[config.mk]
export PLATFORM = sky130hd
export DESIGN_NAME = fla_cell
export DESIGN_NICKNAME = d
export VERILOG_FILES = /design/src/rtl/core/fla_pkg.sv /design/src/rtl/core/fla_cell.sv
export SDC_FILE = /design/constraint.sdc
export NUM_CORES = 1
export LEC_CHECK = 0
export ABC_AREA = 1
export ABC_CLOCK_PERIOD_IN_PS = 17400
export BUFFER_PORTS_ARGS = -buffer_cell sky130_fd_sc_hd__buf_2
export CELL_PAD_IN_SITES_DETAIL_PLACEMENT = 1
export CELL_PAD_IN_SITES_GLOBAL_PLACEMENT = 2
export CORE_UTILIZATION = 35
export CTS_BUF_LIST = sky130_fd_sc_hd__clkbuf_4 sky130_fd_sc_hd__clkbuf_8 sky130_fd_sc_hd__clkbuf_16
export CTS_CLUSTER_DIAMETER = 80
export DETAILED_ROUTE_END_ITERATION = 6
export GPL_TIMING_DRIVEN = 0
export PLACE_DENSITY_LB_ADDON = 0.1
export SLEW_MARGIN = 20
export SYNTH_ARGS = -nofsm -noshare
export SYNTH_HDL_FRONTEND = slang
export SYNTH_SLANG_ARGS = --single-unit
[constraint.sdc]
create_clock -name i_clk -period 17.4 [get_ports i_clk]
set_clock_uncertainty 0.2 [all_clocks]
set_input_delay 1.74 -clock i_clk [delete_from_list [all_inputs] [get_ports i_clk]]
set_output_delay 1.74 -clock i_clk [all_outputs]
set_load 0.03 [all_outputs]
[src/rtl/core/fla_pkg.sv]
// fla_pkg: shared types and constants for the flow log aggregation table.
// Holds the transaction payload structs, the token handed along the cell chain,
// and the protocol and status codes. No dependencies.
package fla_pkg;

    localparam int DEPTH_DEF = 64;
    localparam int IDX_W     = 6;
    localparam int USED_W    = 7;
    localparam int CNT_W     = 32;

    localparam logic [CNT_W-1:0] COUNT_MAX = '1;

    localparam logic [7:0] IP_ICMP = 8'd1;
    localparam logic [7:0] IP_TCP  = 8'd6;
    localparam logic [7:0] IP_UDP  = 8'd17;

    typedef enum logic [2:0] {
        ST_MATCH   = 3'd0,
        ST_NEW     = 3'd1,
        ST_FULL    = 3'd2,
        ST_IGNORED = 3'd3,
        ST_CLEARED = 3'd4
    } t_status;

    typedef struct packed {
        logic              kind;
        logic [7:0]        protocol;
        logic [31:0]       source_address;
        logic [31:0]       dest_address;
        logic [15:0]       source_port;
        logic [15:0]       dest_port;
        logic [7:0]        verdict;
        logic signed [7:0] cause;
        logic [31:0]       event_seconds;
    } t_in;

    typedef struct packed {
        t_status           status;
        logic [IDX_W-1:0]  row_index;
        logic [CNT_W-1:0]  row_count;
        logic [USED_W-1:0] rows_used;
    } t_out;

    // 120-bit match key
    typedef struct packed {
        logic [7:0]  protocol;
        logic [7:0]  verdict;
        logic [31:0] src;
        logic [31:0] dst;
        logic [15:0] sport;
        logic [15:0] dport;
        logic [7:0]  cause;
    } t_key;

    // Transaction as it travels down the chain
    typedef struct packed {
        logic             vld;
        logic             clr;
        logic             known;   // protocol is ICMP, TCP or UDP
        logic             done;    // some row matched or was claimed
        logic             hit;     // done by a match (else by a claim)
        t_key             key;
        logic [31:0]      secs;
        logic [IDX_W-1:0] idx;
        logic [CNT_W-1:0] cnt;
    } t_tok;

endpackage

[src/rtl/core/fla_cell.sv]
// fla_cell: one table row plus one stage of the transaction chain.
// Compares the passing transaction with its row, updates or claims the row.
// Depends on fla_pkg.
module fla_cell #(
    parameter int CELL_ID = 0
) (
    input  logic          i_clk,
    input  logic          i_rst_n,
    input  logic          i_en,
    input  fla_pkg::t_tok i_tok,
    output fla_pkg::t_tok o_tok
);

    localparam int IW = fla_pkg::IDX_W;
    localparam logic [IW-1:0] MY_IDX = IW'(CELL_ID % (2 ** IW));

    logic                       r_vld;
    fla_pkg::t_key              r_key;
    logic [fla_pkg::CNT_W-1:0]  r_cnt;
    logic [31:0]                r_time;
    fla_pkg::t_tok              r_tok;

    logic                       w_live;
    logic                       w_hit;
    logic                       w_claim;
    logic [fla_pkg::CNT_W-1:0]  w_inc;
    fla_pkg::t_tok              n_tok;

    // Rows fill from the front, so the first empty row reached without a
    // match means no later row can match either.
    assign w_live  = i_tok.vld && !i_tok.clr && i_tok.known && !i_tok.done;
    assign w_hit   = w_live && r_vld && (r_key == i_tok.key);
    assign w_claim = w_live && !r_vld;
    assign w_inc   = (r_cnt == fla_pkg::COUNT_MAX) ? r_cnt : r_cnt + fla_pkg::CNT_W'(1);

    always_comb begin
        n_tok = i_tok;
        if (w_hit) begin
            n_tok.done = 1'b1;
            n_tok.hit  = 1'b1;
            n_tok.idx  = MY_IDX;
            n_tok.cnt  = w_inc;
        end else if (w_claim) begin
            n_tok.done = 1'b1;
            n_tok.hit  = 1'b0;
            n_tok.idx  = MY_IDX;
            n_tok.cnt  = fla_pkg::CNT_W'(1);
        end
    end

    always_ff @(posedge i_clk) begin
        if (!i_rst_n) begin
            r_vld <= 1'b0;
        end else if (i_en && i_tok.vld) begin
            if (i_tok.clr) begin
                r_vld <= 1'b0;
            end else if (w_claim) begin
                r_vld <= 1'b1;
            end
        end
    end

    always_ff @(posedge i_clk) begin
        if (i_en) begin
            if (w_hit) begin
                r_cnt  <= w_inc;
                r_time <= i_tok.secs;
            end else if (w_claim) begin
                r_key  <= i_tok.key;
                r_cnt  <= fla_pkg::CNT_W'(1);
                r_time <= i_tok.secs;
            end
        end
    end

    always_ff @(posedge i_clk) begin
        if (!i_rst_n) begin
            r_tok.vld <= 1'b0;
        end else if (i_en) begin
            r_tok.vld <= n_tok.vld;
        end
    end

    always_ff @(posedge i_clk) begin
        if (i_en) begin
            r_tok.clr   <= n_tok.clr;
            r_tok.known <= n_tok.known;
            r_tok.done  <= n_tok.done;
            r_tok.hit   <= n_tok.hit;
            r_tok.key   <= n_tok.key;
            r_tok.secs  <= n_tok.secs;
            r_tok.idx   <= n_tok.idx;
            r_tok.cnt   <= n_tok.cnt;
        end
    end

    assign o_tok = r_tok;

    // r_time holds the last-hit time; it is kept for readout, which lies
    // outside this block, so nothing here reads it back.

endmodule
* Word level (Yosys, flattened, before mapping)
Index checks and enable logic that the tools add are counted.
** Storage, ports and cells
- Word-level logic and storage cells :: 52
- Output and inout bits :: 195
- Bits of input ports :: 198
- Flip-flop bits (word level) :: 348
** Cells by class
- Reductions and logical operators :: 16
- Equal/unequal tests :: 2
- Bitwise logic cells :: 1
- Mux-type cells :: 8
- $add $sub $neg :: 1
** Operators with widths (count)
- $mux W32 :: 5
- $eq A120 B120 Y1 :: 1
- $add A32 B1 Y32 const B :: 1
- $eq A32 B32 Y1 const B :: 1
- $logic_and A1 B1 Y1 :: 7
- $reduce_and A2 Y1 :: 2
- $reduce_bool A2 Y1 :: 2
- $logic_not A1 Y1 :: 3
- $mux W1 :: 3
- $reduce_and A3 Y1 :: 1
- $reduce_or A2 Y1 :: 1
- $not A1 Y1 :: 1

* Depth between registers and ports, before layout
Gate-level depths: netlist (run 1).
- Depth in word-level cells :: 8
- Mapped depth :: 14
- Mapped depth without buffers :: 14

* Least setup slack after synthesis (run 1)
Ideal clock, no wire load.
- Path kind :: in2reg
- Start :: input port i_tok[191] (netlist bit)
- End :: register r_key[0] (netlist bit), enable pin
- Data required time :: 16.599 ns
- Arrival time :: 7.601 ns
- Stages on the path :: 8
- Path slack :: 8.998 ns
- Buffers on the path :: 1
- Library setup time :: 0.601 ns
- Path through :: inv_1 > nand2_1 > nor2_1 > inv_1 > nor2_1 > clkinv_1 > clkbuf_1 > nor2_1
** On the way
- Cells in the longest elaborated chain, start to end :: 6
- Elaborated cells between the ends (all ways) :: 7
- Those cells by class :: bitwise (1); reduce/logical (6)
** RTL lines
- from (decl) :: RTL line fla_cell.sv:10 : input fla_pkg::t_tok i_tok,
- $logic_not A1 Y1 (*) :: RTL line fla_cell.sv:31 : assign w_live = i_tok.vld && !i_tok.clr && i_tok.known && !i_tok.done;
- $logic_and A1 B1 Y1 (*) :: RTL line fla_cell.sv:31
- $logic_and A1 B1 Y1 (2 in series) :: RTL line fla_cell.sv:32 : assign w_hit = w_live && r_vld && (r_key == i_tok.key);
- $not A1 Y1 (no line)
- $reduce_and A3 Y1 (no line) (*)
- to (signal assigned) :: RTL line fla_cell.sv:69 : r_key <= i_tok.key;
- to (decl) :: RTL line fla_cell.sv:18 : fla_pkg::t_key r_key;
Mark *: on every way between the ends. The rest lies on a longest branch, timed or not.
A chain may end at the register's enable or synchronous reset.

* Worst setup path after layout (run 1)
- Start :: input port i_tok[112] (netlist bit)
- End :: register r_cnt[21] (netlist bit), enable pin
** On the way
- Cells in the longest elaborated chain, start to end :: 4
** RTL lines
- $eq A120 B120 Y1 :: RTL line fla_cell.sv:32
- $logic_and A1 B1 Y1 :: RTL line fla_cell.sv:32
- $reduce_bool A2 Y1 (no line)
- $reduce_and A2 Y1 (no line)
- to (signal assigned) :: RTL line fla_cell.sv:66 : r_cnt <= w_inc;
- to (signal assigned) :: RTL line fla_cell.sv:70 : r_cnt <= fla_pkg::CNT_W'(1);
- to (decl) :: RTL line fla_cell.sv:19 : logic [fla_pkg::CNT_W-1:0] r_cnt;
Every way passes these cells.

==> results.txt, run 1 <==
- Number of failing hold endpoints at the final stage: 0
* Worst setup slack before clock tree synthesis: roughly 12000 ps
- Number of warnings printed during yosys synthesis: 0
- Via density: 4.75
- Maximum achievable frequency: 214 MHz
- Met2 usage: 40.1%
- Synth Net Count: 2124
- Leaving out fill and tap cells, the most frequent cell in the layout is nand2_1.
* Number of buffers inserted to repair setup after CTS: 0
* Remaining routing DRC violations: 0
- The core region is 47900 µm².
- Final slew viol count: 0
- TritonCTS clock tree: built
- The signal on the critical path passes through buf_2 > xnor2_1 > nand2_1 > nor2_1 > nand2_1 > nor2_1 > nand2_1 > nor2_2 > nand2_1 > buf_2 > a21oi_4 > buf_16.
- Number of buffers created by CTS: 41
- Multiplexer share of the synthesized area: 0%
* Number of flip-flops and latches in the synthesized netlist: about 350
- Clk Tree Root Cell: clkbuf_16
- Kind of critical path: input pin to flop
- Switching power total: between 0.5 and 0.6 mW
- Post-CTS repair changed the size of 0 cells.
- Number of unique standard cell types used by synthesis: 30
- Path class of the lowest-slack min-delay path: flop to flop
- GR met3 Demand/Resource: ~4.7%
- Pwr/cell area: about 100 nW/µm²
- Post-route cell area: 21400 µm²
- The share of total power dissipated in combinational logic is approximately 12%.
* Final WS setup: 12740 ps
- Iter 0 DRT Violations: ~720
* Source-to-sink clock delay at the later pin of the worst-skew pair: 570 ps
* Overall power consumption: roughly 2.1 mW
- Aggregate negative setup slack: 0 ps
* Post-synthesis cell count: 1925
- Part of the Yosys area used for sequential elements: 61.0%
- The post-route netlist has between 20% and 30% of its cells at a drive strength greater than 1.
- Setup Viol. Count Final: 0
* Outcome: finished, final reports clean
- Global-route wire length before repair: 88700 µm
- Floorplan die width: 223 µm
- Main combinational cell family by area after synthesis: simple AND/OR/NAND/NOR gates
- The worst-case IR drop observed on VDD is 0.0000867 V.
- Cell internal power was estimated by the tool at roughly 1.6 mW.
- Io pins: about 390
* Share of the synthesized area in compound gates (AO/OA/AOI/OAI): less than 1%
- Part of the power in registers: 45.9%
- The die covers between 40000 and 50000 µm².
* Critical path fanouts, max: 18
- For this design, the CTS-stage hold fixing added 0 buffers.
- After layout, the worst path uses 26.8% of the clock period.
- Critical-path top delay cell: a21oi_4
- In the final routed layout, each cell accounts on average for 19.7 µm.
- In this run the number of H-tree levels came out at 2.
* Number of vias after detailed routing: 14328
- Relative slew slack: 45.3%
- Via count of the first global-routing pass: 14885
- The congestion estimate from routability-driven global placement came to 0.851.
- The worst setup path is captured at a flop.
- In this run the core area contains 80 standard-cell rows.
- After Yosys synthesis, XOR and XNOR cells account for approximately 2.2% of the synthesized area.
* Number of antenna violations at the first check in global routing: 5
* Transition at the pin with the smallest max-transition slack: 820 ps
- The worst setup path is launched from an input pin.
* Number of max-capacitance violations reported: 0
- Vert. Die Dim: 223 µm
* Total routed wirelength: about 60000 µm
* Placement Cell Area: approximately 20000 µm²
* Clock transition time at the flip-flop clock pins of the worst setup and hold paths: 60 ps
- Max incr delay on CP: between 500 and 600 ps
* Overflow left after global routing: 0
- STA puts the critical path data required time at 17480 ps.
* Sw frac: 25.8%
- The most numerous cell type found on the critical path is nand2_1.
- Post-Synthesis Mean Instance Area: 8.88 µm²
- Nets: 2567
* Met1 track utilization from global routing: 31.0%
* Critical path arrival: 4750 ps
- Buffers added on ports: 392
* Area Overhead vs Synth: 25.5%
* Synthesized-area fraction occupied by and/or/nand/nor cells: 27.8%
- For this configuration, the core starts out at a cell density of roughly 36%.
- Setup repair after global routing left no endpoint under its margin.
* Mapped Area: 17100 µm²
- Detailed placement ended at an HPWL of 47900 µm.
* Layer with the highest usage: met2
- Post-synthesis share of cell area spent on full adders, half adders and majority gates: less than 1%
- Most used cells in the layout excluding fill and tap cells: nand2_1 (641), buf_2 (400), edfxtp_1 (346)
- Entering global routing, the biggest net connects 101 pins.
- Number of iterations in the first detailed-routing pass: 5
* Number of clock sinks: 348
- Bufs on Longest Clock Path: 3
- Part of the total power dissipated in the clock network: 42.5%
- Total Routing Usage GR: a little under a quarter
- In this run the static leakage power is 10.5 nW.
- The detail route stage leaves a number of antenna-violating nets equal to 0.
* Post-layout minimum cycle time: around 4700 ps
-- cells in the mapped netlist, drive strengths merged --
cell type	n	share of area (%)
or2	5	0.18
a21oi	12	0.35
ha	1	0.073
nor3	17	0.56
o21ai	12	0.37
nor2	275	6.2
buf	11	0.40
dfxtp	2	0.23
a21boi	1	0.044
clkbuf	8	0.18
nand3	125	3.7
nor3b	1	0.044
xnor2	26	1.3
nand3b	9	0.47
clkinv	1	0.022
and3	3	0.11
inv	343	7.5
nand4	66	2.4
xor2	16	0.82
edfxtp	346	61
and2	2	0.073
nand2	643	14
-- through the flow --
step	hold slack [ps]	util (%)	std cells
2_1_floorplan	282	-	1925
3_3_place_gp	266	41.3	2932
3_5_place_dp	291	41.8	2940
4_1_cts	299	44.7	3014
5_1_grt	344	44.7	3015
6_report	296	44.7	3015
-- registers in the layout, indices dropped and copies added (netlist names) --
signal,count
r_key,120
r_vld,1
o_tok,195
r_cnt,32
-- logic make-up (layout without fill, tap and decap cells) --
family / count (synthesis) / after routing
and+or+nand+nor: 1146 / 1146
buffers and inverters: 363 / 837
DFF: 348 / 348
xor gates and xnor gates: 42 / 42
AOI/OAI and AO/OA: 25 / 25
adders and majority gates: 1 / 1
other: 0 / 1
-- critical path: cells and delay by family --
kind / cells / cell delay (ps)
xor+xnor: 1 / 440
compound gates: 1 / 560
simple gates: 7 / 1320
buf+inv: 3 / 650
-- final timing paths --
path              start          to  slack (ps)  cells after the start
max          i_tok[112]   r_cnt[21]       12740                     12
min          o_tok[194]  o_tok[194]         300                      2
max reg2reg   r_key[42]   r_cnt[21]       13640                     11
min reg2reg  o_tok[194]  o_tok[194]         300                      2
-- layout make-up --
cell class / count / area (µm²)
timing repair buffer: 400 / 2160
multi-input combinational: 1214 / 5290
tap: 615 / 769
antenna: 1 / 2.50
sequential: 348 / 10400
inverter: 344 / 1290
clock buffer: 48 / 1110
clock inverter: 26 / 284
fill: 5711 / 26500
buffer: 19 / 97.6
-- per-layer routing --
metal  routed length [µm]  part of all wire (%)
met1                26700                    45
met2                27900                    47
met3                 2980                   5.0
met4                 1840                   3.1
met5                   35                 0.059
-- power by group through the flow --
| stage | Clock [mW] | Combinational [mW] | Sequential (mW) |
|---|---|---|---|
| after floorplan | 0 | 0.0626 | 1.07 |
| after global placement | 0 | 0.242 | 0.996 |
| after detailed placement | 0 | 0.248 | 0.994 |
| after CTS | 0.933 | 0.249 | 0.977 |
| after global routing | 0.961 | 0.266 | 0.980 |
| final | 0.905 | 0.246 | 0.977 |
(Power assumes the default switching activity.)
==> inputs of run 2 (changes only) <==
--- a/config.mk
+++ b/config.mk
@@ -6,11 +6,11 @@
 export NUM_CORES = 1
 export LEC_CHECK = 0
 export ABC_AREA = 1
-export ABC_CLOCK_PERIOD_IN_PS = 17400
+export ABC_CLOCK_PERIOD_IN_PS = 4400
 export BUFFER_PORTS_ARGS = -buffer_cell sky130_fd_sc_hd__buf_2
 export CELL_PAD_IN_SITES_DETAIL_PLACEMENT = 1
 export CELL_PAD_IN_SITES_GLOBAL_PLACEMENT = 2
-export CORE_UTILIZATION = 35
+export CORE_UTILIZATION = 32
 export CTS_BUF_LIST = sky130_fd_sc_hd__clkbuf_4 sky130_fd_sc_hd__clkbuf_8 sky130_fd_sc_hd__clkbuf_16
 export CTS_CLUSTER_DIAMETER = 80
 export DETAILED_ROUTE_END_ITERATION = 6
==> constraint.sdc (replaced) <==
create_clock -name i_clk -period 4.4 [get_ports i_clk]
set_clock_uncertainty 0.2 [all_clocks]
set_input_delay 0.44 -clock i_clk [delete_from_list [all_inputs] [get_ports i_clk]]
set_output_delay 0.44 -clock i_clk [all_outputs]
set_load 0.03 [all_outputs]
==> run 2 against run 1 <==
Setup slack worse by 12000 ps. Utilization fell by 0.21 points. Combinational power increased to 4.6 times the previous value. Largest cell class unchanged.
==> results.txt, run 2 (synthesis gave the netlist of run 1 again) <==
* Category of the worst setup path launch point: input pin
- Via density: between 4 and 5
- The flow ran to the end, and the final reports show no timing, DRC or antenna violations.
- The hold violation total from the final report came to 0.
- RSZ-0062 raised after global routing: false
* Pleak: 11.2 nW
* Number of max-capacitance violations reported: 0
- The congestion estimate from routability-driven global placement came to 0.847.
* Io pins: between 300 and 400
- Setup Viol. Count Final: 0
- Clock transition time at the flip-flop clock pins of the worst setup and hold paths: 50 ps
- Maximum resistive drop on vdd: 0.000252 V
- Post-layout minimum cycle time: approximately 4000 ps
- Along the worst path, the maximum fanout reaches 17.
* Via count of the first global-routing pass: 15522
* Number of filler instances in the final layout: 6146
- Buffers added on ports: ~390
* Maximum achievable frequency: 244 MHz
- Initial cell density of the core: 32.4%
* Area Overhead vs Synth: 37.1%
- Die area: approximately 54000 µm²
* Total Routing Usage GR: 23.3%
- Transition at the pin with the smallest max-transition slack: 723 ps
* Number of H-tree levels: 2
- Sequential cell area: 10400 µm²
- Maximum number of pins on one net before global-route repair: 95
- For this block, the routed nets add up to 63700 µm of wire.
* Aggregate negative setup slack: 0 ps
* Final WS setup: 296 ps
- Floorplan die width: 233 µm
- TritonCTS built the clock tree.
- For the worst setup path, the data arrival time is 4160 ps.
- Number of iterations in the first detailed-routing pass: 6
- The first global-routing pass estimated 93300 µm of wire.
* Instance count after placement with tap cells included: 3014
- Core Area: 52700 µm²
- Area of combinational cells with multiple inputs: 5290 µm²
- The root buffer cell chosen for the clock tree is clkbuf_16.
- In this run the power density over the cells is 357 nW/µm².
- Remaining routing DRC violations: 0
- Commonest non-fill, non-tap cell in the layout: nand2_1
- In this run the tightest slew margin relative to its limit is 51.8%.
- Number of buffers created by CTS: 42
- The initial antenna violation count was 2.
- Dividing the detail-routed wire length by the instance count gives 19.4 µm.
- After legalization and detailed placement, the total HPWL measured about 49000 µm.
- CTS saw around 350 sinks.
- The die is 233 µm tall.
- Cells with a size suffix above 1 make up 19.0% of the layout.
- Post-layout util: 44.5%
- Overflow left after global routing: 0
- Final slew viol count: 0
* Required time of the critical path: 4460 ps
* Final worst hold slack: 26.0 ps
* Kind of critical path: input pin to flop
- For this run, the number of standard cells in the final layout without fillers is roughly 3300.
* Fraction of the cycle the final worst path needs: 93.3%
- Most used cells in the layout excluding fill and tap cells: nand2_1 (641), buf_2 (400), edfxtp_1 (346)
- Antenna Violating Nets Remaining: 0
* Row count: 84
* Nets: 2765
- Flip-flop count of the largest register, all copies and words added: 195
* Bufs on Longest Clock Path: 3
- Number of vias after detailed routing: 14929
* Sort of element at the end of the critical path: flop
* Source-to-sink clock delay at the later pin of the worst-skew pair: 580 ps
- Once the clock tree was built, the resizer swapped 0 gates to a different size.
- Worst setup slack before clock tree synthesis: ~270 ps
- Path class of the lowest-slack min-delay path: input pin to flop
* Iter 0 DRT Violations: 688
run 2: area by class of cell:
class	count	area share, %
inverter	344	5.51
multi-input combinational	1214	22.6
tap	688	3.67
sequential	348	44.5
clock inverter	25	0.924
antenna	3	0.0320
buffer	19	0.417
clock buffer	46	4.61
timing repair buffer	597	17.8
run 2: per-layer routing:
| metal | vias to the layer above | global-route usage [%] | wire length [µm] |
|---|---|---|---|
| met5 | - | 0 | 0 |
| met4 | 0 | 6.31 | 1400 |
| met3 | 76 | 3.33 | 2650 |
| met2 | 370 | 41.0 | 31400 |
| met1 | 7043 | 29.7 | 28300 |
| li1 | 7440 | - | - |
run 2: worst paths after layout:
check,to,slack [ps],from,cells past startpoint
worst max register to register,r_cnt[29],450,r_key[44],11
worst max-delay path,r_cnt[29],300,i_tok[114],13
worst min register to register,r_vld,350,r_vld,2
worst min-delay path,o_tok[20],30,i_tok[20],3
run 2: worst max-delay path, cell delays in order:
cell and delay (ps):
dlygate4sd3_1 530, buf_2 150, xnor2_1 460, nand2_1 100, nor2_1 220, nand2_1 80, nor2_1 240, nand2_1 130
nor2_2 340, nand2_1 300, buf_2 310, a21oi_4 590, buf_16 240
run 2: report_power, final:
part	switching [mW]	internal, mW
clock	1.42	1.94
combinational	0.744	0.382
sequential	0.0477	3.82
run 2: timing repair:
action                    CTS  global route
setup buffers               0             0
hold endpoints to repair  332             0
hold buffers              196             0
run 2: stage by stage:
stage          area, µm²  power [mW]
6_report           23400        8.36
5_1_grt            23400        8.67
4_1_cts            23400        8.46
3_5_place_dp       20200        4.93
3_3_place_gp       19900        4.90
2_1_floorplan      17100        4.47
